**config.mk**
```make
export PLATFORM = sky130hd
export DESIGN_NAME = branch_trampoline_generator
export DESIGN_NICKNAME = d
export VERILOG_FILES = /design/src/rtl/core/btg_pkg.sv /design/src/rtl/core/btg_encoder.sv /design/src/rtl/core/btg_emitter.sv /design/src/rtl/core/branch_trampoline_generator.sv
export SDC_FILE = /design/constraint.sdc
export NUM_CORES = 1
export LEC_CHECK = 0
export BUFFER_PORTS_ARGS = -buffer_cell sky130_fd_sc_hd__buf_2
export CAP_MARGIN = 20
export CORE_ASPECT_RATIO = 0.7
export CORE_MARGIN = 2
export CORE_UTILIZATION = 45
export DETAILED_ROUTE_END_ITERATION = 10
export HOLD_SLACK_MARGIN = 0.08
export PLACE_DENSITY = 0.66
export SLEW_MARGIN = 5
export SYNTH_ARGS = -nofsm -noshare
export SYNTH_HDL_FRONTEND = slang
export SYNTH_SLANG_ARGS = --single-unit
export TNS_END_PERCENT = 100
```
**constraint.sdc**
```tcl
create_clock -name clk_i -period 6 [get_ports clk_i]
set_input_delay 1.5 -clock clk_i [delete_from_list [all_inputs] [get_ports clk_i]]
set_output_delay 1.5 -clock clk_i [all_outputs]
set_load 0.03 [all_outputs]
```
**src/rtl/core/btg_pkg.sv**
```systemverilog
// ----------------------------------------------------------------------------
// btg_pkg
// Shared types and opcode constants for the branch trampoline generator.
// ----------------------------------------------------------------------------
package btg_pkg;

  localparam int unsigned MaxWords = 5;
  localparam int unsigned CntW     = 3;

  localparam logic [31:0] OpB    = 32'h1400_0000;
  localparam logic [31:0] OpBl   = 32'h9400_0000;
  localparam logic [31:0] OpAdrp = 32'h9000_0000;
  localparam logic [31:0] OpAdd  = 32'h9100_0000;
  localparam logic [31:0] OpMovz = 32'hd280_0000;
  localparam logic [31:0] OpMovk = 32'hf280_0000;
  localparam logic [31:0] OpBr   = 32'hd61f_0000;
  localparam logic [31:0] OpBlr  = 32'hd63f_0000;

  localparam logic [CntW-1:0] CntNone  = 3'd0;
  localparam logic [CntW-1:0] CntOne   = 3'd1;
  localparam logic [CntW-1:0] CntAdrp  = 3'd3;
  localparam logic [CntW-1:0] CntMov   = 3'd5;

  typedef enum logic [1:0] {
    STAT_OK       = 2'd0,
    STAT_MISALIGN = 2'd1,
    STAT_BAD_REG  = 2'd2
  } status_e;

  // One encoded sequence, words[0] goes out first.
  typedef struct packed {
    logic [MaxWords-1:0][31:0] words;
    logic [CntW-1:0]           cnt;
    status_e                   status;
  } seq_t;

endpackage

```
**src/rtl/core/btg_encoder.sv**
```systemverilog
// ----------------------------------------------------------------------------
// btg_encoder
// Combinational encoder: picks the branch form and builds all words of it.
// ----------------------------------------------------------------------------
module btg_encoder import btg_pkg::*; (
  input  logic [63:0] source_addr_i,
  input  logic [63:0] target_addr_i,
  input  logic        link_i,
  input  logic [7:0]  scratch_reg_i,
  output seq_t        seq_o
);

  logic [64:0] byte_diff;
  logic [52:0] page_diff;
  logic        misaligned;
  logic        near;
  logic        page_ok;
  logic [4:0]  rd;
  logic [31:0] br_word;

  // True signed differences, one extra bit so nothing wraps.
  assign byte_diff  = {1'b0, target_addr_i} - {1'b0, source_addr_i};
  assign page_diff  = {1'b0, target_addr_i[63:12]} - {1'b0, source_addr_i[63:12]};
  assign misaligned = (|source_addr_i[1:0]) | (|target_addr_i[1:0]);
  // In range when all bits above the field match its sign.
  assign near       = (&byte_diff[64:27]) | ~(|byte_diff[64:27]);
  assign page_ok    = (&page_diff[52:20]) | ~(|page_diff[52:20]);
  assign rd         = scratch_reg_i[4:0];
  assign br_word    = (link_i ? OpBlr : OpBr) | {22'd0, rd, 5'd0};

  always_comb begin
    seq_o.words  = '0;
    seq_o.cnt    = CntOne;
    seq_o.status = STAT_OK;
    if (misaligned) begin
      seq_o.status = STAT_MISALIGN;
    end else if (near) begin
      seq_o.words[0] = (link_i ? OpBl : OpB) | {6'd0, byte_diff[27:2]};
    end else if (|scratch_reg_i[7:5]) begin
      seq_o.status = STAT_BAD_REG;
    end else if (page_ok) begin
      seq_o.cnt      = CntAdrp;
      seq_o.words[0] = OpAdrp | {1'b0, page_diff[1:0], 5'd0, 24'd0}
                     | {8'd0, page_diff[20:2], 5'd0} | {27'd0, rd};
      seq_o.words[1] = OpAdd | {10'd0, target_addr_i[11:0], 10'd0}
                     | {22'd0, rd, 5'd0} | {27'd0, rd};
      seq_o.words[2] = br_word;
    end else begin
      seq_o.cnt = CntMov;
      for (int hw = 0; hw < 4; hw++) begin
        seq_o.words[hw] = ((hw == 0) ? OpMovz : OpMovk)
                        | {9'd0, 2'(hw), 21'd0}
                        | {11'd0, target_addr_i[16*hw +: 16], 5'd0}
                        | {27'd0, rd};
      end
      seq_o.words[4] = br_word;
    end
  end

endmodule

```
**src/rtl/core/btg_emitter.sv**
```systemverilog
// ----------------------------------------------------------------------------
// btg_emitter
// Result shift buffer: sends one word per cycle straight from flops.
// ----------------------------------------------------------------------------
module btg_emitter import btg_pkg::*; (
  input  logic        clk_i,
  input  logic        rst_ni,
  input  logic        load_i,
  input  seq_t        seq_i,
  output logic        free_o,
  output logic        strobe_o,
  output logic [31:0] word_o,
  output logic        last_o,
  output logic [1:0]  status_o
);

  logic [MaxWords-1:0][31:0] buf_q, buf_d;
  logic [CntW-1:0]           cnt_q, cnt_d;
  status_e                   status_q, status_d;

  // Free when empty or when the final word leaves this cycle.
  assign free_o   = (cnt_q == CntNone) || (cnt_q == CntOne);
  assign strobe_o = (cnt_q != CntNone);
  assign word_o   = buf_q[0];
  assign last_o   = (cnt_q == CntOne);
  assign status_o = status_q;

  always_comb begin
    buf_d    = buf_q;
    cnt_d    = cnt_q;
    status_d = status_q;
    if (load_i) begin
      buf_d    = seq_i.words;
      cnt_d    = seq_i.cnt;
      status_d = seq_i.status;
    end else if (strobe_o) begin
      for (int i = 0; i < MaxWords - 1; i++) begin
        buf_d[i] = buf_q[i+1];
      end
      buf_d[MaxWords-1] = '0;
      cnt_d = cnt_q - CntOne;
    end
  end

  always_ff @(posedge clk_i or negedge rst_ni) begin
    if (!rst_ni) begin
      cnt_q <= CntNone;
    end else begin
      cnt_q <= cnt_d;
    end
  end

  always_ff @(posedge clk_i) begin
    buf_q    <= buf_d;
    status_q <= status_d;
  end

endmodule

```
**src/rtl/core/branch_trampoline_generator.sv**
```systemverilog
// ----------------------------------------------------------------------------
// branch_trampoline_generator
// AArch64 branch sequence encoder: B/BL, ADRP+ADD+BR/BLR or MOVZ/MOVK+BR/BLR.
// ----------------------------------------------------------------------------
// The start transfer is held in the input register, then loaded into the emitter,
// whose buffer drives the first word. Each item gives 1 to 5 result words; the
// words of consecutive items follow with no gap on the single result port when the next item already waits.
// busy holds while an item waits in the input register for the emitter.
// Reset clears the input valid flag and the word count; no result follows.
// Results cannot be stalled by the receiver.
// ----------------------------------------------------------------------------
module branch_trampoline_generator import btg_pkg::*; (
  input  logic        clk_i,
  input  logic        rst_ni,
  input  logic        start,
  output logic        busy,
  input  logic [63:0] source_addr_i,
  input  logic [63:0] target_addr_i,
  input  logic        link_i,
  input  logic [7:0]  scratch_reg_i,
  output logic        strobe_o,
  output logic [31:0] word_o,
  output logic        last_o,
  output logic [1:0]  status_o
);

  // Input register
  logic        in_valid_q, in_valid_d;
  logic [63:0] src_q, tgt_q;
  logic        link_q;
  logic [7:0]  reg_q;

  logic        accept;
  logic        load;
  logic        emit_free;
  seq_t        seq;

  // The encoder output moves to the emitter as soon as it frees up, so the
  // input register empties every cycle while only short sequences run.
  assign load   = in_valid_q && emit_free;
  assign busy   = in_valid_q && !emit_free;
  assign accept = start && !busy;

  always_comb begin
    in_valid_d = in_valid_q;
    if (accept) begin
      in_valid_d = 1'b1;
    end else if (load) begin
      in_valid_d = 1'b0;
    end
  end

  always_ff @(posedge clk_i or negedge rst_ni) begin
    if (!rst_ni) begin
      in_valid_q <= 1'b0;
    end else begin
      in_valid_q <= in_valid_d;
    end
  end

  always_ff @(posedge clk_i) begin
    if (accept) begin
      src_q  <= source_addr_i;
      tgt_q  <= target_addr_i;
      link_q <= link_i;
      reg_q  <= scratch_reg_i;
    end
  end

  // Encode all words of the held item in one pass.
  btg_encoder u_encoder (
    .source_addr_i (src_q),
    .target_addr_i (tgt_q),
    .link_i        (link_q),
    .scratch_reg_i (reg_q),
    .seq_o         (seq)
  );

  // Shift out one word per cycle.
  btg_emitter u_emitter (
    .clk_i    (clk_i),
    .rst_ni   (rst_ni),
    .load_i   (load),
    .seq_i    (seq),
    .free_o   (emit_free),
    .strobe_o (strobe_o),
    .word_o   (word_o),
    .last_o   (last_o),
    .status_o (status_o)
  );

  // A stalled item always has one waiting in the input register.
  assert property (@(posedge clk_i) disable iff (!rst_ni) busy |-> in_valid_q)
    else $error("busy without a held item");

  // A sequence runs without gaps until its last word.
  assert property (@(posedge clk_i) disable iff (!rst_ni)
    strobe_o && !last_o |=> strobe_o)
    else $error("gap inside a result sequence");

  // Error results are single words of zero.
  assert property (@(posedge clk_i) disable iff (!rst_ni)
    strobe_o && (status_o != STAT_OK) |-> last_o && (word_o == '0))
    else $error("error result not a single zero word");

  // Once handed to the emitter, an item leaves the input register
  // unless replaced by a fresh transfer.
  assert property (@(posedge clk_i) disable iff (!rst_ni)
    load && !accept |=> !in_valid_q)
    else $error("input register not released after load");

endmodule
```
==> run metrics <==
Setup TNS Final 0 ns; drt wl/cell 28.6 µm; Tmin final 5.89 ns; fraction of layout cells with a size suffix above 1 0.194; most common flop cell mapped by yosys edfxtp_1; latest clock arrival within the worst-skew pair 0.57 ns; largest net degree at the start of global routing 88; area of the multi-input gates 0.00798 mm²; crit-path leading delay family compound AO/OA/AOI/OAI gates; Worst VDD drop 0.385 mV; Yosys cell types 86; min-delay src u_emitter.buf_q[90]$_DFFE_PP_; RSZ-0062 raised after global routing false; Worst Path Max Fanout 40; headroom to the max-slew limit 0.218; pwr dens 563 mW/mm²; Clock transition at path regs 0.06 ns; gr ovfl total 0; DIE HEIGHT 164 µm; Worst R2R Path Depth 16; vias 14612; Seq/Total Area, Yosys 0.459; Worst EP arrival 6.19 ns; die width 232 µm; maximum clock insertion buffer count 3; clk root buf clkbuf_16; clock skew 0.0229 ns; Area Overhead vs Synth 14.3%; cell taking the most area after synthesis edfxtp_1; Routed WL 65600 µm; final-layout fill cell count 3273; TritonCTS Buffers 26; post-synth top area share 0.453; antenna viol nets, final 0; WHS Endpoint u_emitter.buf_q[58]$_SDFFCE_PP0P_; initial antenna violation count 1; initial DRC count 2066; reg-to-reg startpoint tgt_q[17]$_DFFE_PP_; Min-Delay Path Class reg -> reg; Leakage 7.50 nW; fin crit share 0.982; Worst-Margin Slew 1.16 ns; commonest cells in the netlist edfxtp_1 (248), nand2_1 (140), a21oi_1 (127), nor2_1 (121), inv_1 (84); Clock Sinks 252; highest routed layer met4; reg-to-reg endpoint u_emitter.word_o[16]$_DFFE_PP_; num rows 58; Finished Cell Area 0.0188 mm²; routed length on met2 25600 µm; Synth Instances 1635; final hold violations 0; buffers and inverters on the worst path 3; number of synthesized flops with an enable pin 248; met3 wire length 8520 µm; r2r setup slk 0.11 ns; H-tree levels 1; Post-DP HPWL 53600 µm; Yosys Warn Count 0; flops & latches, synth 252; first-pass GRT wire length 92900 µm; RePlAce Congestion 0.998; outcome completed; Initial Util 0.457; top-count cell post-synth edfxtp_1; Fmax 0.170 GHz; vias in the first global route 13662; worst-path cell chain ha_1 -> buf_4 -> a21oi_1 -> o21ai_1 -> a221oi_1 -> buf_4 -> o31ai_1 -> a21oi_1 -> xnor2_1 -> or4_1 -> nor4_1 -> nand4_1 -> o31ai_4 -> buf_12 -> mux2_2 -> a221o_1; Async SR Flop Fraction 0.0159; main area contributors after synthesis edfxtp_1 (45%), ha_1 (5.1%), a21oi_1 (3.9%); critical path endpoint category register; final setup vio count 0; critical path class reg -> reg; io pins 177; Tot Pwr 10.6 mW; Sequential Area 0.00755 mm²; total die area 0.0381 mm²; TritonRoute pass-1 iters 6; syn nets 1843; number of I/O port buffers 175; Worst setup SP type register; max_cap viols 0; vias per inst 6.37; final number of max-transition violations 0; slowest CP cell o31ai_1; CP max stage delay 0.69 ns; Syn Area/Cell 10.1 µm²; core area 0.0360 mm²; GRT Util Overall 0.339; Inserted Diodes 0; CP required 6.30 ns; WHS Path Cells 1; Routed met1 length 30400 µm; Nets 2004; DP Area 0.0179 mm²; Netlist Area Pre-Place 0.0164 mm²; drc violations 0; CTS tree built
registers in the layout, summed over array words and instances (netlist names):
register	cells
in_valid_q	1
src_q	64
u_emitter.status_o	2
u_emitter.word_o	31
u_emitter.cnt_q	3
link_q	1
u_emitter.buf_q	78
tgt_q	64
reg_q	8
cell type report:
cell class	instances	share of cell area
multi-input cells	1184	0.425
flip-flops and latches	252	0.402
clock inverters	17	0.0111
clock buffers	30	0.0354
well taps	480	0.0320
repair buffers	248	0.0784
inverters	84	0.0168
worst max path at each step:
stage	slack, ns	depth (start not counted)	endpoint	from
after global routing	0.004	17	u_emitter.word_o[14]$_DFFE_PP_	tgt_q[12]$_DFFE_PP_
after CTS	0.15	15	u_emitter.word_o[10]$_DFFE_PP_	tgt_q[44]$_DFFE_PP_
after detailed placement	0.20	15	u_emitter.word_o[10]$_DFFE_PP_	tgt_q[44]$_DFFE_PP_
final	0.11	16	u_emitter.word_o[16]$_DFFE_PP_	tgt_q[17]$_DFFE_PP_
after floorplan	0.85	1	link_q$_DFFE_PP_	start
after global placement	0.1	15	u_emitter.word_o[6]$_DFFE_PP_	tgt_q[44]$_DFFE_PP_
report_power, final:
part | internal, mW | total (mW) | switching [mW]
registers | 2.63 | 2.99 | 0.362
clock network | 0.938 | 1.65 | 0.714
logic | 1.85 | 5.93 | 4.09
total | 5.41 | 10.6 | 5.16
kinds of logic (layout without fill, tap and decap cells):
| logic type | after synthesis | count (layout) | share of synthesized area |
|---|---|---|---|
| simple gates | 516 | 516 | 0.160 |
| flops | 252 | 252 | 0.459 |
| mux | 44 | 44 | 0.0294 |
| buf+inv | 199 | 379 | 0.0572 |
| xor+xnor | 96 | 96 | 0.0511 |
| fa+ha+maj | 68 | 68 | 0.0522 |
| compound gates | 459 | 459 | 0.190 |
| other cells | 1 | 1 | 0.000228 |
layout by cell type, fill, tap and decap left out, types with 26 or more instances in the layout:
cell / count
xor2_1: 45
nor2_1: 121
and2_1: 43
a21oi_1: 127
xnor2_1: 51
nor3_1: 34
a221o_1: 26
clkbuf_16: 26
edfxtp_1: 248
nand4_1: 59
buf_4: 69
a21o_1: 30
o21ai_0: 80
ha_1: 66
a22o_1: 50
mux2_2: 35
nand2_1: 140
buf_2: 175
inv_1: 84
stage by stage:
| stage | std cells | hold slack, ns | util | setup WS, ns |
|---|---|---|---|---|
| 2_1_floorplan | 1635 | 0.482 | - | 0.854 |
| 3_3_place_gp | 2248 | 0.499 | 0.498 | 0.0983 |
| 3_5_place_dp | 2248 | 0.515 | 0.498 | 0.196 |
| 4_1_cts | 2295 | 0.530 | 0.522 | 0.153 |
| 5_1_grt | 2295 | 0.546 | 0.522 | 0.00392 |
| 6_report | 2295 | 0.530 | 0.522 | 0.110 |
worst register-to-register path: stages (launching register included):
cell and delay (ns):
edfxtp_1 0.50, ha_1 0.47, buf_4 0.20, a21oi_1 0.12, o21ai_1 0.52, a221oi_1 0.19, buf_4 0.20, o31ai_1 0.69
a21oi_1 0.31, xnor2_1 0.20, or4_1 0.48, nor4_1 0.21, nand4_1 0.29, o31ai_4 0.19, buf_12 0.30, mux2_2 0.42
a221o_1 0.36
repair_timing:
item	in CTS	in global routing
hold buffers	0	0
setup endpoints to repair	0	25
buffers inserted	0	0
resized for setup	0	2
routing by layer:
metal | up-vias | GRT usage
li1 | 6468 | -
met1 | 7153 | 0.526
met2 | 925 | 0.455
met3 | 66 | 0.111
met4 | 0 | 0.0640
met5 | - | 0
(Power assumes the default switching activity.)
